==> src/ura_pkg.sv <==
// ============================================================================
// ura_pkg
// Shared widths, constants, codes and types of the ultrasonic range averager.
// ============================================================================
package ura_pkg;

    localparam int CM_W       = 11;
    localparam int BATCH_W    = 8;
    localparam int TMO_W      = 20;
    localparam int SUM_W      = 19;
    localparam int DEN_W      = 9;
    localparam int CFG_IDX_W  = 2;
    localparam int CFG_DATA_W = 20;

    localparam int DIST_W     = 21;
    localparam int QT_W       = 17;
    localparam int Y_W        = 18;
    localparam int RCP_SHIFT  = 24;

    localparam logic [CM_W-1:0]    CM_MAX      = 11'd1795;
    localparam logic [BATCH_W-1:0] SAMPLES_MAX = 8'd255;

    localparam logic [DIST_W-1:0]  DIST_SAT    = 21'd1048870;
    localparam logic [DIST_W-1:0]  RCP_TEN     = 21'd1677722;
    localparam logic [Y_W-1:0]     RCP_73      = 18'd229825;

    localparam logic [BATCH_W-1:0] BATCH_RESET = 8'd25;
    localparam logic [CM_W-1:0]    STOP_RESET  = 11'd5;
    localparam logic [TMO_W-1:0]   TMO_RESET   = 20'd1000000;

    localparam logic [CFG_IDX_W-1:0] REG_BATCH_SIZE    = 2'd0;
    localparam logic [CFG_IDX_W-1:0] REG_STOP_DISTANCE = 2'd1;
    localparam logic [CFG_IDX_W-1:0] REG_TIMEOUT_TICKS = 2'd2;

    typedef enum logic [1:0] {
        PH_IDLE,
        PH_TRIG,
        PH_WAIT_HIGH,
        PH_MEASURE
    } phase_t;

    typedef enum logic [2:0] {
        CS_IDLE,
        CS_STEP,
        CS_CM_A,
        CS_CM_B,
        CS_SUM,
        CS_AVG,
        CS_OUT
    } ctl_state_t;

    typedef struct packed {
        logic take_in;
        logic step;
        logic cm_stage;
        logic div_start;
        logic add_sample;
        logic finish_avg;
        logic load_out;
    } ctl_cmd_t;

    typedef struct packed {
        logic complete;
        logic div_done;
        logic batch_full;
        logic out_free;
    } dp_status_t;

    typedef struct packed {
        logic            trigger_out;
        logic            drive_forward;
        logic            sample_valid;
        logic [CM_W-1:0] sample_cm;
        logic            sample_timed_out;
        logic            average_valid;
        logic [CM_W-1:0] average_cm;
        logic            run_done;
    } result_t;

endpackage

==> src/ura_tick_if.sv <==
// ============================================================================
// ura_tick_if
// Input channel: one word per 10 us tick with echo level and start request.
// ============================================================================
interface ura_tick_if;

    logic valid;
    logic ready;
    logic echo_level;
    logic start_run;

    modport source (output valid, output echo_level, output start_run, input ready);
    modport sink   (input valid, input echo_level, input start_run, output ready);

endinterface

==> src/ura_result_if.sv <==
// ============================================================================
// ura_result_if
// Output channel: one word per tick with pin drives, sample and average.
// ============================================================================
interface ura_result_if import ura_pkg::*; ();

    logic            valid;
    logic            ready;
    logic            trigger_out;
    logic            drive_forward;
    logic            sample_valid;
    logic [CM_W-1:0] sample_cm;
    logic            sample_timed_out;
    logic            average_valid;
    logic [CM_W-1:0] average_cm;
    logic            run_done;

    modport source (
        output valid, output trigger_out, output drive_forward, output sample_valid,
        output sample_cm, output sample_timed_out, output average_valid,
        output average_cm, output run_done, input ready
    );
    modport sink (
        input valid, input trigger_out, input drive_forward, input sample_valid,
        input sample_cm, input sample_timed_out, input average_valid,
        input average_cm, input run_done, output ready
    );

endinterface

==> src/ura_divider.sv <==
// ============================================================================
// ura_divider
// Restoring divider, one quotient bit per cycle; done pulses when finished.
// ============================================================================
module ura_divider #(
    parameter int DIV_W = 20,
    parameter int DN_W  = 9
) (
    input  logic             clk,
    input  logic             rst_n,
    input  logic             start,
    input  logic [DIV_W-1:0] num,
    input  logic [DN_W-1:0]  den,
    output logic [DIV_W-1:0] quot,
    output logic             done
);

    localparam int CNT_W = $clog2(DIV_W);

    logic             busy_reg, busy_next;
    logic             done_reg, done_next;
    logic [CNT_W-1:0] cnt_reg, cnt_next;
    logic [DIV_W-1:0] num_reg, num_next;
    logic [DN_W-1:0]  rem_reg, rem_next;
    logic [DN_W-1:0]  den_reg, den_next;
    logic [DN_W:0]    trial;
    logic             fits;

    always_comb
    begin
        trial     = {rem_reg, num_reg[DIV_W-1]};
        fits      = trial >= {1'b0, den_reg};
        busy_next = busy_reg;
        done_next = 1'b0;
        cnt_next  = cnt_reg;
        num_next  = num_reg;
        rem_next  = rem_reg;
        den_next  = den_reg;
        if (start)
        begin
            busy_next = 1'b1;
            cnt_next  = CNT_W'(DIV_W - 1);
            num_next  = num;
            rem_next  = '0;
            den_next  = den;
        end
        else if (busy_reg)
        begin
            num_next = {num_reg[DIV_W-2:0], fits};
            rem_next = fits ? DN_W'(trial - {1'b0, den_reg}) : trial[DN_W-1:0];
            cnt_next = cnt_reg - 1'b1;
            if (cnt_reg == '0)
            begin
                busy_next = 1'b0;
                done_next = 1'b1;
            end
        end
    end

    always_ff @(posedge clk or negedge rst_n)
    begin
        if (!rst_n)
        begin
            busy_reg <= 1'b0;
            done_reg <= 1'b0;
            cnt_reg  <= '0;
        end
        else
        begin
            busy_reg <= busy_next;
            done_reg <= done_next;
            cnt_reg  <= cnt_next;
        end
    end

    always_ff @(posedge clk)
    begin
        num_reg <= num_next;
        rem_reg <= rem_next;
        den_reg <= den_next;
    end

    assign quot = num_reg;
    assign done = done_reg;

endmodule

==> src/ura_datapath.sv <==
// ============================================================================
// ura_datapath
// Ranging phase, counters, batch sum, configuration and output register.
// ============================================================================
module ura_datapath import ura_pkg::*; #(
    parameter int COUNT_WIDTH = 20
) (
    input  logic                  clk,
    input  logic                  rst_n,
    input  logic                  cfg_we,
    input  logic [CFG_IDX_W-1:0]  cfg_index,
    input  logic [CFG_DATA_W-1:0] cfg_data,
    input  logic                  echo_level,
    input  logic                  start_run,
    input  ctl_cmd_t              cmd,
    output dp_status_t            status,
    ura_result_if.source          result
);

    localparam int CMP_W = (COUNT_WIDTH > TMO_W) ? COUNT_WIDTH : TMO_W;
    localparam int EXT_W = (COUNT_WIDTH > DIST_W) ? COUNT_WIDTH : DIST_W;
    localparam int PT_W  = 2 * DIST_W;
    localparam int FQ_W  = QT_W + 3;
    localparam int PC_W  = 2 * Y_W;
    localparam int CMF_W = CM_W + 1;
    localparam logic [COUNT_WIDTH-1:0] COUNT_MAX = '1;

    logic [BATCH_W-1:0]     batch_reg;
    logic [CM_W-1:0]        stop_reg;
    logic [TMO_W-1:0]       timeout_reg;
    logic                   echo_reg;
    logic                   start_reg;
    phase_t                 phase_reg, phase_next;
    logic [COUNT_WIDTH-1:0] tick_reg, tick_next;
    logic [BATCH_W-1:0]     samples_reg, samples_next;
    logic [SUM_W-1:0]       sum_reg, sum_next;
    result_t                work_reg, work_next;
    result_t                out_reg;
    logic                   out_valid_reg, out_valid_next;
    logic [COUNT_WIDTH-1:0] width_reg;
    logic [QT_W-1:0]        q_reg;

    phase_t                 step_phase;
    logic [COUNT_WIDTH-1:0] step_tick;
    logic [COUNT_WIDTH-1:0] tick_inc;
    logic [COUNT_WIDTH-1:0] width;
    logic                   limit_hit;
    logic                   clear_batch;
    logic                   complete;
    logic                   timed_out;
    logic                   drive;
    logic                   trig;

    logic [DIST_W-1:0]      dist_w;
    logic [PT_W-1:0]        prod_ten;
    logic [QT_W-1:0]        q_calc;
    logic [FQ_W-1:0]        five_q;
    logic [PC_W-1:0]        prod_cm;
    logic [CMF_W-1:0]       cm_full;

    logic [SUM_W-1:0]       div_num;
    logic [DEN_W-1:0]       div_den;
    logic [SUM_W-1:0]       quot;
    logic                   div_done;
    logic [CM_W-1:0]        sample_cm;
    logic [CM_W-1:0]        avg_cm;
    logic [BATCH_W-1:0]     eff_batch;

    // ranging step for the latched tick
    always_comb
    begin
        tick_inc    = (tick_reg == COUNT_MAX) ? tick_reg : COUNT_WIDTH'(tick_reg + 1'b1);
        limit_hit   = (CMP_W'(tick_inc) >= CMP_W'(timeout_reg)) || (tick_inc == COUNT_MAX);
        step_phase  = phase_reg;
        step_tick   = tick_reg;
        clear_batch = 1'b0;
        complete    = 1'b0;
        timed_out   = 1'b0;
        width       = '0;
        drive       = 1'b1;
        trig        = 1'b0;
        unique case (phase_reg)
            PH_IDLE:
            begin
                drive = start_reg;
                if (start_reg)
                begin
                    clear_batch = 1'b1;
                    step_tick   = '0;
                    step_phase  = PH_TRIG;
                end
            end
            PH_TRIG:
            begin
                trig       = 1'b1;
                step_tick  = '0;
                step_phase = PH_WAIT_HIGH;
            end
            PH_WAIT_HIGH:
            begin
                if (echo_reg)
                begin
                    step_tick  = COUNT_WIDTH'(1);
                    step_phase = PH_MEASURE;
                end
                else
                begin
                    step_tick = tick_inc;
                    complete  = limit_hit;
                    timed_out = limit_hit;
                end
            end
            PH_MEASURE:
            begin
                if (!echo_reg)
                begin
                    complete = 1'b1;
                    width    = tick_reg;
                end
                else
                begin
                    step_tick = tick_inc;
                    complete  = limit_hit;
                    timed_out = limit_hit;
                    width     = tick_inc;
                end
            end
            default:
            begin
                step_phase = PH_IDLE;
            end
        endcase
        if (complete)
        begin
            step_tick  = '0;
            step_phase = PH_TRIG;
        end
    end

    // clamp the width, scale by reciprocals of 10 and 73 (with a 5/4 step), clamp to CM_MAX
    always_comb
    begin
        dist_w    = (EXT_W'(width_reg) >= EXT_W'(DIST_SAT)) ? DIST_SAT : DIST_W'(width_reg);
        prod_ten  = PT_W'(dist_w) * PT_W'(RCP_TEN);
        q_calc    = prod_ten[RCP_SHIFT +: QT_W];
        five_q    = FQ_W'({q_reg, 2'b00}) + FQ_W'(q_reg);
        prod_cm   = PC_W'(five_q[FQ_W-1:2]) * PC_W'(RCP_73);
        cm_full   = prod_cm[RCP_SHIFT +: CMF_W];
        sample_cm = (cm_full > CMF_W'(CM_MAX)) ? CM_MAX : cm_full[CM_W-1:0];
    end

    assign div_num = sum_reg;
    assign div_den = DEN_W'(samples_reg);

    ura_divider #(
        .DIV_W (SUM_W),
        .DN_W  (DEN_W)
    ) u_div (
        .clk   (clk),
        .rst_n (rst_n),
        .start (cmd.div_start),
        .num   (div_num),
        .den   (div_den),
        .quot  (quot),
        .done  (div_done)
    );

    assign avg_cm    = quot[CM_W-1:0];
    assign eff_batch = (batch_reg == '0) ? BATCH_W'(1) : batch_reg;

    always_comb
    begin
        phase_next     = phase_reg;
        tick_next      = tick_reg;
        samples_next   = samples_reg;
        sum_next       = sum_reg;
        work_next      = work_reg;
        out_valid_next = out_valid_reg;
        if (cmd.step)
        begin
            phase_next = step_phase;
            tick_next  = step_tick;
            if (clear_batch)
            begin
                samples_next = '0;
                sum_next     = '0;
            end
            work_next                  = '0;
            work_next.trigger_out      = trig;
            work_next.drive_forward    = drive;
            work_next.sample_timed_out = timed_out;
        end
        if (cmd.add_sample)
        begin
            work_next.sample_valid = 1'b1;
            work_next.sample_cm    = sample_cm;
            sum_next               = SUM_W'(sum_reg + SUM_W'(sample_cm));
            samples_next = (samples_reg == SAMPLES_MAX) ? samples_reg
                                                        : BATCH_W'(samples_reg + 1'b1);
        end
        if (cmd.finish_avg)
        begin
            work_next.average_valid = 1'b1;
            work_next.average_cm    = avg_cm;
            samples_next            = '0;
            sum_next                = '0;
            if (avg_cm < stop_reg)
            begin
                work_next.run_done      = 1'b1;
                work_next.drive_forward = 1'b0;
                phase_next              = PH_IDLE;
            end
        end
        if (cmd.load_out)
        begin
            out_valid_next = 1'b1;
        end
        else if (result.ready)
        begin
            out_valid_next = 1'b0;
        end
    end

    always_ff @(posedge clk or negedge rst_n)
    begin
        if (!rst_n)
        begin
            batch_reg     <= BATCH_RESET;
            stop_reg      <= STOP_RESET;
            timeout_reg   <= TMO_RESET;
            phase_reg     <= PH_IDLE;
            tick_reg      <= '0;
            samples_reg   <= '0;
            sum_reg       <= '0;
            out_valid_reg <= 1'b0;
        end
        else
        begin
            phase_reg     <= phase_next;
            tick_reg      <= tick_next;
            samples_reg   <= samples_next;
            sum_reg       <= sum_next;
            out_valid_reg <= out_valid_next;
            if (cfg_we)
            begin
                unique case (cfg_index)
                    REG_BATCH_SIZE:    batch_reg   <= cfg_data[BATCH_W-1:0];
                    REG_STOP_DISTANCE: stop_reg    <= cfg_data[CM_W-1:0];
                    REG_TIMEOUT_TICKS: timeout_reg <= cfg_data[TMO_W-1:0];
                    default:           ;
                endcase
            end
        end
    end

    always_ff @(posedge clk)
    begin
        work_reg <= work_next;
        if (cmd.take_in)
        begin
            echo_reg  <= echo_level;
            start_reg <= start_run;
        end
        if (cmd.step)
        begin
            width_reg <= width;
        end
        if (cmd.cm_stage)
        begin
            q_reg <= q_calc;
        end
        if (cmd.load_out)
        begin
            out_reg <= work_reg;
        end
    end

    assign status.complete   = complete;
    assign status.div_done   = div_done;
    assign status.batch_full = samples_reg >= eff_batch;
    assign status.out_free   = !out_valid_reg || result.ready;

    assign result.valid            = out_valid_reg;
    assign result.trigger_out      = out_reg.trigger_out;
    assign result.drive_forward    = out_reg.drive_forward;
    assign result.sample_valid     = out_reg.sample_valid;
    assign result.sample_cm        = out_reg.sample_cm;
    assign result.sample_timed_out = out_reg.sample_timed_out;
    assign result.average_valid    = out_reg.average_valid;
    assign result.average_cm       = out_reg.average_cm;
    assign result.run_done         = out_reg.run_done;

endmodule

==> src/ura_controller.sv <==
// ============================================================================
// ura_controller
// Sequences one tick: step, distance scaling, batch average, output load.
// ============================================================================
module ura_controller import ura_pkg::*; (
    input  logic       clk,
    input  logic       rst_n,
    input  logic       tick_valid,
    output logic       tick_ready,
    input  dp_status_t status,
    output ctl_cmd_t   cmd
);

    ctl_state_t state_reg, state_next;

    always_ff @(posedge clk or negedge rst_n)
    begin
        if (!rst_n)
        begin
            state_reg <= CS_IDLE;
        end
        else
        begin
            state_reg <= state_next;
        end
    end

    always_comb
    begin
        state_next  = state_reg;
        cmd         = '0;
        tick_ready  = 1'b0;
        unique case (state_reg)
            CS_IDLE:
            begin
                tick_ready = 1'b1;
                if (tick_valid)
                begin
                    cmd.take_in = 1'b1;
                    state_next  = CS_STEP;
                end
            end
            CS_STEP:
            begin
                cmd.step = 1'b1;
                if (status.complete)
                begin
                    state_next = CS_CM_A;
                end
                else
                begin
                    state_next = CS_OUT;
                end
            end
            CS_CM_A:
            begin
                cmd.cm_stage = 1'b1;
                state_next   = CS_CM_B;
            end
            CS_CM_B:
            begin
                cmd.add_sample = 1'b1;
                state_next     = CS_SUM;
            end
            CS_SUM:
            begin
                if (status.batch_full)
                begin
                    cmd.div_start = 1'b1;
                    state_next    = CS_AVG;
                end
                else
                begin
                    state_next = CS_OUT;
                end
            end
            CS_AVG:
            begin
                if (status.div_done)
                begin
                    cmd.finish_avg = 1'b1;
                    state_next     = CS_OUT;
                end
            end
            CS_OUT:
            begin
                if (status.out_free)
                begin
                    cmd.load_out = 1'b1;
                    state_next   = CS_IDLE;
                end
            end
            default:
            begin
                state_next = CS_IDLE;
            end
        endcase
    end

endmodule

==> src/ultrasonic_range_averager.sv <==
// ============================================================================
// ultrasonic_range_averager
// Ultrasonic echo ranger with batch averaging and a forward-drive stop.
// ============================================================================
// One input word is one 10 us tick; each tick gives exactly one output word.
// A tick that completes no sample only steps the ranging phase and loads the
// output. For a completed sample the echo width is latched, scaled to
// centimeters by two registered reciprocal multiplies, and added to the batch
// sum. The tick that closes a batch also runs the bit-serial divider for the
// average, which makes it the longest tick. A finished word sits in the
// output register, and the next tick is taken while it waits; that tick
// then holds in its last cycle until the register frees. Configuration is
// written via cfg_we, cfg_index and cfg_data; the user must write it only
// while no tick is in flight, as the block itself does not enforce this.
module ultrasonic_range_averager import ura_pkg::*; #(
    parameter int COUNT_WIDTH = 20
) (
    input  logic                  clk,
    input  logic                  rst_n,
    input  logic                  cfg_we,
    input  logic [CFG_IDX_W-1:0]  cfg_index,
    input  logic [CFG_DATA_W-1:0] cfg_data,
    ura_tick_if.sink              tick,
    ura_result_if.source          result
);

    ctl_cmd_t   cmd;
    dp_status_t status;
    logic       tick_ready;

    ura_controller u_ctl (
        .clk        (clk),
        .rst_n      (rst_n),
        .tick_valid (tick.valid),
        .tick_ready (tick_ready),
        .status     (status),
        .cmd        (cmd)
    );

    ura_datapath #(
        .COUNT_WIDTH (COUNT_WIDTH)
    ) u_dp (
        .clk        (clk),
        .rst_n      (rst_n),
        .cfg_we     (cfg_we),
        .cfg_index  (cfg_index),
        .cfg_data   (cfg_data),
        .echo_level (tick.echo_level),
        .start_run  (tick.start_run),
        .cmd        (cmd),
        .status     (status),
        .result     (result)
    );

    assign tick.ready = tick_ready;

endmodule
==> src/flat_wrapper.sv <==
// flat-port wrapper written by rule: the top's interface ports become plain ports
module ultrasonic_range_averager_flat import ura_pkg::*;
#(
    parameter int COUNT_WIDTH = 20
)
  (clk, rst_n, cfg_we, cfg_index, cfg_data, tick_valid, tick_echo_level, tick_start_run, tick_ready, result_valid, result_trigger_out, result_drive_forward, result_sample_valid, result_sample_cm, result_sample_timed_out, result_average_valid, result_average_cm, result_run_done, result_ready);
  ura_tick_if tick_i ();
  ura_result_if result_i ();
  input  logic clk;
  input  logic rst_n;
  input  logic cfg_we;
  input  logic [CFG_IDX_W-1:0] cfg_index;
  input  logic [CFG_DATA_W-1:0] cfg_data;
  input wire logic [$bits(tick_i.valid)-1:0] tick_valid;
  input wire logic [$bits(tick_i.echo_level)-1:0] tick_echo_level;
  input wire logic [$bits(tick_i.start_run)-1:0] tick_start_run;
  output wire logic [$bits(tick_i.ready)-1:0] tick_ready;
  output wire logic [$bits(result_i.valid)-1:0] result_valid;
  output wire logic [$bits(result_i.trigger_out)-1:0] result_trigger_out;
  output wire logic [$bits(result_i.drive_forward)-1:0] result_drive_forward;
  output wire logic [$bits(result_i.sample_valid)-1:0] result_sample_valid;
  output wire logic [$bits(result_i.sample_cm)-1:0] result_sample_cm;
  output wire logic [$bits(result_i.sample_timed_out)-1:0] result_sample_timed_out;
  output wire logic [$bits(result_i.average_valid)-1:0] result_average_valid;
  output wire logic [$bits(result_i.average_cm)-1:0] result_average_cm;
  output wire logic [$bits(result_i.run_done)-1:0] result_run_done;
  input wire logic [$bits(result_i.ready)-1:0] result_ready;
  assign tick_i.valid = tick_valid;
  assign tick_i.echo_level = tick_echo_level;
  assign tick_i.start_run = tick_start_run;
  assign tick_ready = tick_i.ready;
  assign result_valid = result_i.valid;
  assign result_trigger_out = result_i.trigger_out;
  assign result_drive_forward = result_i.drive_forward;
  assign result_sample_valid = result_i.sample_valid;
  assign result_sample_cm = result_i.sample_cm;
  assign result_sample_timed_out = result_i.sample_timed_out;
  assign result_average_valid = result_i.average_valid;
  assign result_average_cm = result_i.average_cm;
  assign result_run_done = result_i.run_done;
  assign result_i.ready = result_ready;
  ultrasonic_range_averager #(.COUNT_WIDTH(COUNT_WIDTH)) u_core (.clk(clk), .rst_n(rst_n), .cfg_we(cfg_we), .cfg_index(cfg_index), .cfg_data(cfg_data), .tick(tick_i), .result(result_i));
endmodule
==> config.mk <==
export PLATFORM = sky130hd
export DESIGN_NAME = ultrasonic_range_averager_flat
export DESIGN_NICKNAME = d
export VERILOG_FILES = /design/src/ura_pkg.sv /design/src/ura_tick_if.sv /design/src/ura_result_if.sv /design/src/ura_divider.sv /design/src/ura_datapath.sv /design/src/ura_controller.sv /design/src/ultrasonic_range_averager.sv /design/src/flat_wrapper.sv
export SDC_FILE = /design/constraint.sdc
export NUM_CORES = 1
export LEC_CHECK = 0
export BUFFER_PORTS_ARGS = -buffer_cell sky130_fd_sc_hd__buf_2
export CORE_MARGIN = 2
export CORE_UTILIZATION = 40
export DETAILED_ROUTE_END_ITERATION = 7
export HOLD_SLACK_MARGIN = 0.12
export PLACE_DENSITY_LB_ADDON = 0.25
export SETUP_SLACK_MARGIN = 0.4
export SLEW_MARGIN = 10
export SYNTH_ARGS = -nofsm -noshare
export SYNTH_HDL_FRONTEND = slang
export SYNTH_SLANG_ARGS = --single-unit
==> constraint.sdc <==
create_clock -name clk -period 21.2 [get_ports clk]
set_input_delay 4.24 -clock clk [delete_from_list [all_inputs] [get_ports clk]]
set_output_delay 4.24 -clock clk [all_outputs]
set_load 0.05 [all_outputs]
## Yosys cells after proc, flatten, opt, wreduce, memory -nomap -nowiden

Index checks and enable logic that the tools add are counted.

| storage, ports and cells | value |
|---|---|
| flip-flop bits (word level) | 230 |
| bits of input ports | 29 |

| cells by class | value |
|---|---|
| $add $sub $neg | 6 |
| multipliers | 2 |
| $lt $le $gt $ge | 6 |
| equality and inequality tests | 19 |
| muxes and demuxes | 71 |
| reduce and logical (&&, ||, !) cells | 21 |

Operators by type and width:

| cell | number |
|---|---|
| $mux W19 | 6 |
| $mux W20 | 5 |
| $pmux W20 S4 | 1 |
| $mux W8 | 6 |
| $eq A20 B20 Y1 const B | 2 |
| $mul A21 B20 Y40 const B | 1 |
| $mul A18 B18 Y36 const B | 1 |
| $mux W1 | 30 |
| $mux W27 | 1 |
| $mux W11 | 2 |
| $ge A20 B21 Y1 const B | 1 |
| $mux W21 | 1 |
| $pmux W3 S7 | 1 |
| $add A19 B17 Y20 | 1 |
| $add A20 B1 Y20 const B | 1 |
| $ge A20 B20 Y1 | 1 |
| $add A19 B11 Y19 | 1 |
| $mux W2 | 7 |
| $gt A12 B11 Y1 const B | 1 |
| $mux W12 | 1 |
| $mux W3 | 4 |
| $lt A11 B11 Y1 | 1 |
| $ge A10 B8 Y1 | 1 |
| $mux W5 | 2 |
| 26 further kinds | 46 |

## Depth between registers and ports, before layout

| logic depth | value |
|---|---|
| depth after elaboration | 10 |
| gate-level depth with buffers | 55 |
| gate-level depth less buffers | 53 |

## Modules after synthesis

A second synthesis with hierarchy kept.

| unflattened totals | value |
|---|---|
| cell total of the unflattened synthesis | 2300 |
| area total of the unflattened synthesis | 23268.6 um2 |

Modules (own cells, without submodules):

| module | instances | cells an instance | area an instance (um2) | seq. area each (um2) |
|---|---|---|---|---|
| ura_datapath | 1 | 2075 | 20689.8 | 5054.8 |
| ura_divider | 1 | 192 | 2292.2 | 1196.1 |
| ura_controller | 1 | 33 | 286.5 | 75.1 |

## Least setup slack after synthesis

No wires, ideal clock.

| timing | value |
|---|---|
| path type | register to register |
| from | reg u_core.u_dp.q_reg[3] |
| to | reg u_core.u_dp.sum_reg[18] (netlist: u_core.u_dp.div_num[18]) |
| setup time | 0.078 ns |
| data arrival time | 10.800 ns |
| data required time | 21.122 ns |
| setup slack | 10.322 ns |
| cell stages (with the launch flop) | 50 |
| buffers on the path | 1 |
| cells stage by stage | edfxtp_1 > ha_1 > a21o_1 > a21oi_1 > o21bai_1 > a21oi_1 > o21bai_1 > a21oi_1 > o21bai_1 > a21oi_1 > o21bai_1 > a21oi_1 > nor2b_1 > o21a_1 > o21ai_0 > nand2b_1 > a21oi_1 > xnor2_1 > (+14 left out) > a21o_1 > and3b_1 > buf_2 > o31ai_1 > nand3_1 > ha_1 > inv_1 > fa_1 > inv_1 > and4_1 > nor3_1 > o32ai_4 > nor3_1 > o41a_1 > o311ai_4 > a21oi_2 > or4_1 > o21bai_1 |

| on the way | value |
|---|---|
| cells in the longest elaborated chain, start to end | 7 |

RTL lines:

| element | RTL line | text |
|---|---|---|
| start: declaration | ura_datapath.sv:41 | `logic [QT_W-1:0] q_reg;` |
| start signal: assignment | ura_datapath.sv:270 | `q_reg <= q_calc;` |
| $add A19 B17 Y20 (*) | ura_datapath.sv:146 | `five_q = FQ_W'({q_reg, 2'b00}) + FQ_W'(q_reg);` |
| $mul A18 B18 Y36 (*) | ura_datapath.sv:147 | `prod_cm = PC_W'(five_q[FQ_W-1:2]) * PC_W'(RCP_73);` |
| $gt A12 B11 Y1 | ura_datapath.sv:149 | `sample_cm = (cm_full > CMF_W'(CM_MAX)) ? CM_MAX : cm_full[CM_W-1:0];` |
| $mux W11 (*) | ura_datapath.sv:149 |  |
| $add A19 B11 Y19 (*) | ura_datapath.sv:197 | `sum_next = SUM_W'(sum_reg + SUM_W'(sample_cm));` |
| $mux W19 (*) | ura_datapath.sv:193 | `if (cmd.add_sample)` |
| $mux W19 (*) | ura_datapath.sv:201 | `if (cmd.finish_avg)` |
| end signal: assignment | ura_datapath.sv:242 | `sum_reg <= sum_next;` |
| end: declaration | ura_datapath.sv:36 | `logic [SUM_W-1:0] sum_reg, sum_next;` |

Every way passes the cells marked *; elsewhere a longest branch is shown, timed or not.
A chain may end at the register's enable or synchronous reset.

## Worst setup path in the final report

Same ends and word-level chain as after synthesis.

==> out/qor.yml <==
status: "complete, no violations"
synthesis.area_um2: 22800
cts-hold-fix-buffers: 0
finalHoldViolCount: 0
n_antenna_cell: 0
cts-resized-gates: 0
rr_worst_depth: 50
wl_mm: 52.30
crit_path_max_fanout: 8
detail-route-antenna-nets: 0
rsz0062_at_grt: "false"
cts_buffers: 28
drv_cap: 0
setup-violations-final: 0
cts_setup_buffers: 0
yosysTopAreaCellShare: 0.2163
fin_nets: 2856
critPathMaxStageDelay_ns: 0.53
cts_max_level: 1
ios: 59
yosysMostFrequentCell: "ha_1"
fin_skew_ns: 0.06773
drt-vias-per-instance: 5.185
grt_antenna_before_repair: 2
core_um2: 56390
cts_tree: "built"
yosysWarnings: 0
fin_setup_tns_ns: 0
grt_pass1_wl_mm: 86.10
first_global_vias: 16280
required_ns: 21.73
drc: 0
dp_hpwl_mm: 42.76
drt_iter0_drc: 817
seq_area_frac_synth: 0.2762
fin_crit_sh: 0.5644
clock_latency_ns: 0.61
synthTopCellsByCount: "ha_1 (394), inv_1 (392), fa_1 (178), edfxtp_1 (118), nor2_1 (110)"
die_h_um: 242.7
fmax_ghz: 0.08358
relSlewSlack: 0.3395
grt_max_degree: 70
synthCells: 2217
synth_cell_types: 87
dieWidth_um: 242.7
post_drt_wl_per_cell_um: 17.24
clockBufferDepth: 3
clk_pin_slew_ns: 0.06
drt-pass1-iter-count: 5
grt_use_total: 0.1807
cts_root_buf: "clkbuf_16"
yosysTopAreaCell: "ha_1"
maxSlewViolCount: 0
overflow: 0
portBuffers: 58
syn_area_per_cell_um2: 10.28
largest_register_ff_count: 28
row_count: 87
globalplace.congestion: 0.8901
endpoint_kind: "flop"
start_util: 0.4043
dieArea_um2: 58920
clock-sinks: 230
worst_pin_slew_ns: 0.9896
arrival_ns: 12.50
hold_path_depth: 0
async_flop_share: 0.4304
hold_class: "reg -> reg"
fillers: 5484
synth_edf_count: 118
cp_slowest_cell: "fa_1"
area_growth_pct: 9.188
worst_setup_path_start_kind: "flop"
num_vias: 15730
period_minus_slack_ns: 11.96
synthFlopType: "edfxtp_1"
drive_above_1_share: 0.09223
synth_nets: 2818
synth.top_cells.by_area: "ha_1 (22%), fa_1 (16%), edfxtp_1 (16%), dfrtp_1 (9.6%), inv_1 (6.5%)"
path_class: "reg -> reg"
yosys_register_bits: 230
==> path summary, 6_finish.rpt <==
path	start	endpoint	slack [ns]
setup / recovery	u_core.u_dp.q_reg[3]	u_core.u_dp.div_num[18]	9.24
hold / removal	u_core.u_dp.work_reg[17]	u_core.u_dp.result.sample_cm[3]	0.42
setup reg to reg	u_core.u_dp.q_reg[3]	u_core.u_dp.div_num[18]	9.24
hold reg to reg	u_core.u_dp.work_reg[17]	u_core.u_dp.result.sample_cm[3]	0.42
max in group asynchronous	rst_n	u_core.u_dp.div_num[2]	16.30
min in group asynchronous	rst_n	u_core.u_dp.timeout_reg[11]	3.58
==> stage by stage <==
stage               std cells  worst slack, ns    util  area, um^2  hold WS [ns]
global placement         2981            9.460  0.4240       23910        0.4038
detailed placement       2981            9.247  0.4240       23910        0.4063
global route             3033            8.217  0.4414       24890        0.4248
CTS                      3033            9.253  0.4414       24890        0.4196
finish                   3033            9.235  0.4414       24890        0.4204
floorplan                2217            10.32       -       22800        0.4003
==> critical path, delay by kind of cell (launching register included) <==
kind | cells | cell delay [ns]
AOI/OAI and AO/OA | 26 | 4.98
adders and majority gates | 10 | 3.73
and+or+nand+nor | 10 | 2.31
DFF | 1 | 0.42
xor gates and xnor gates | 1 | 0.35
buffers and inverters | 3 | 0.17
==> kinds of logic after synthesis <==
group	after synthesis	synth area share
adders and majority gates	575	0.3739
and+or+nand+nor	419	0.09144
buffers and inverters	452	0.07503
muxes	68	0.03310
xor gates and xnor gates	100	0.03842
AOI/OAI and AO/OA	373	0.1119
DFF	230	0.2762
==> cell usage in the layout (no fill, tap or decap), drive strengths merged, types with 25 or more instances in the layout <==
cell type	synthesis	layout
o21ai	69	69
xor2	55	55
dfrtp	87	87
and2	25	25
xnor2	45	45
a21o	46	46
buf	7	68
edfxtp	118	118
a21oi	108	108
inv	392	396
nand2	102	102
ha	394	394
a22o	29	29
mux2	56	56
nand3	30	30
nor3	27	27
clkbuf	53	31
fa	178	178
nor2	110	110
==> cell type report <==
type                    count  area (um^2)  area share
flip-flops and latches    230         6296      0.2530
clock buffers              31        711.9     0.02860
repair buffers             68        367.9     0.01478
multi-input cells        1535        14820      0.5956
inverters                 392         1471     0.05912
clock inverters            21        272.8     0.01096
well taps                 756        945.9     0.03800
==> layer usage <==
metal  GRT usage  vias to the layer above  wire, um
met5           0                        -         0
met4     0.03627                        0      1064
met3     0.01858                       58      1932
met2      0.2968                      282     24250
met1      0.2589                     7740     25050
li1            -                     7645         -
Power is left out: the tool's default activity adds up to more than one toggle a clock period on the data nets, which glitch-free logic cannot reach.
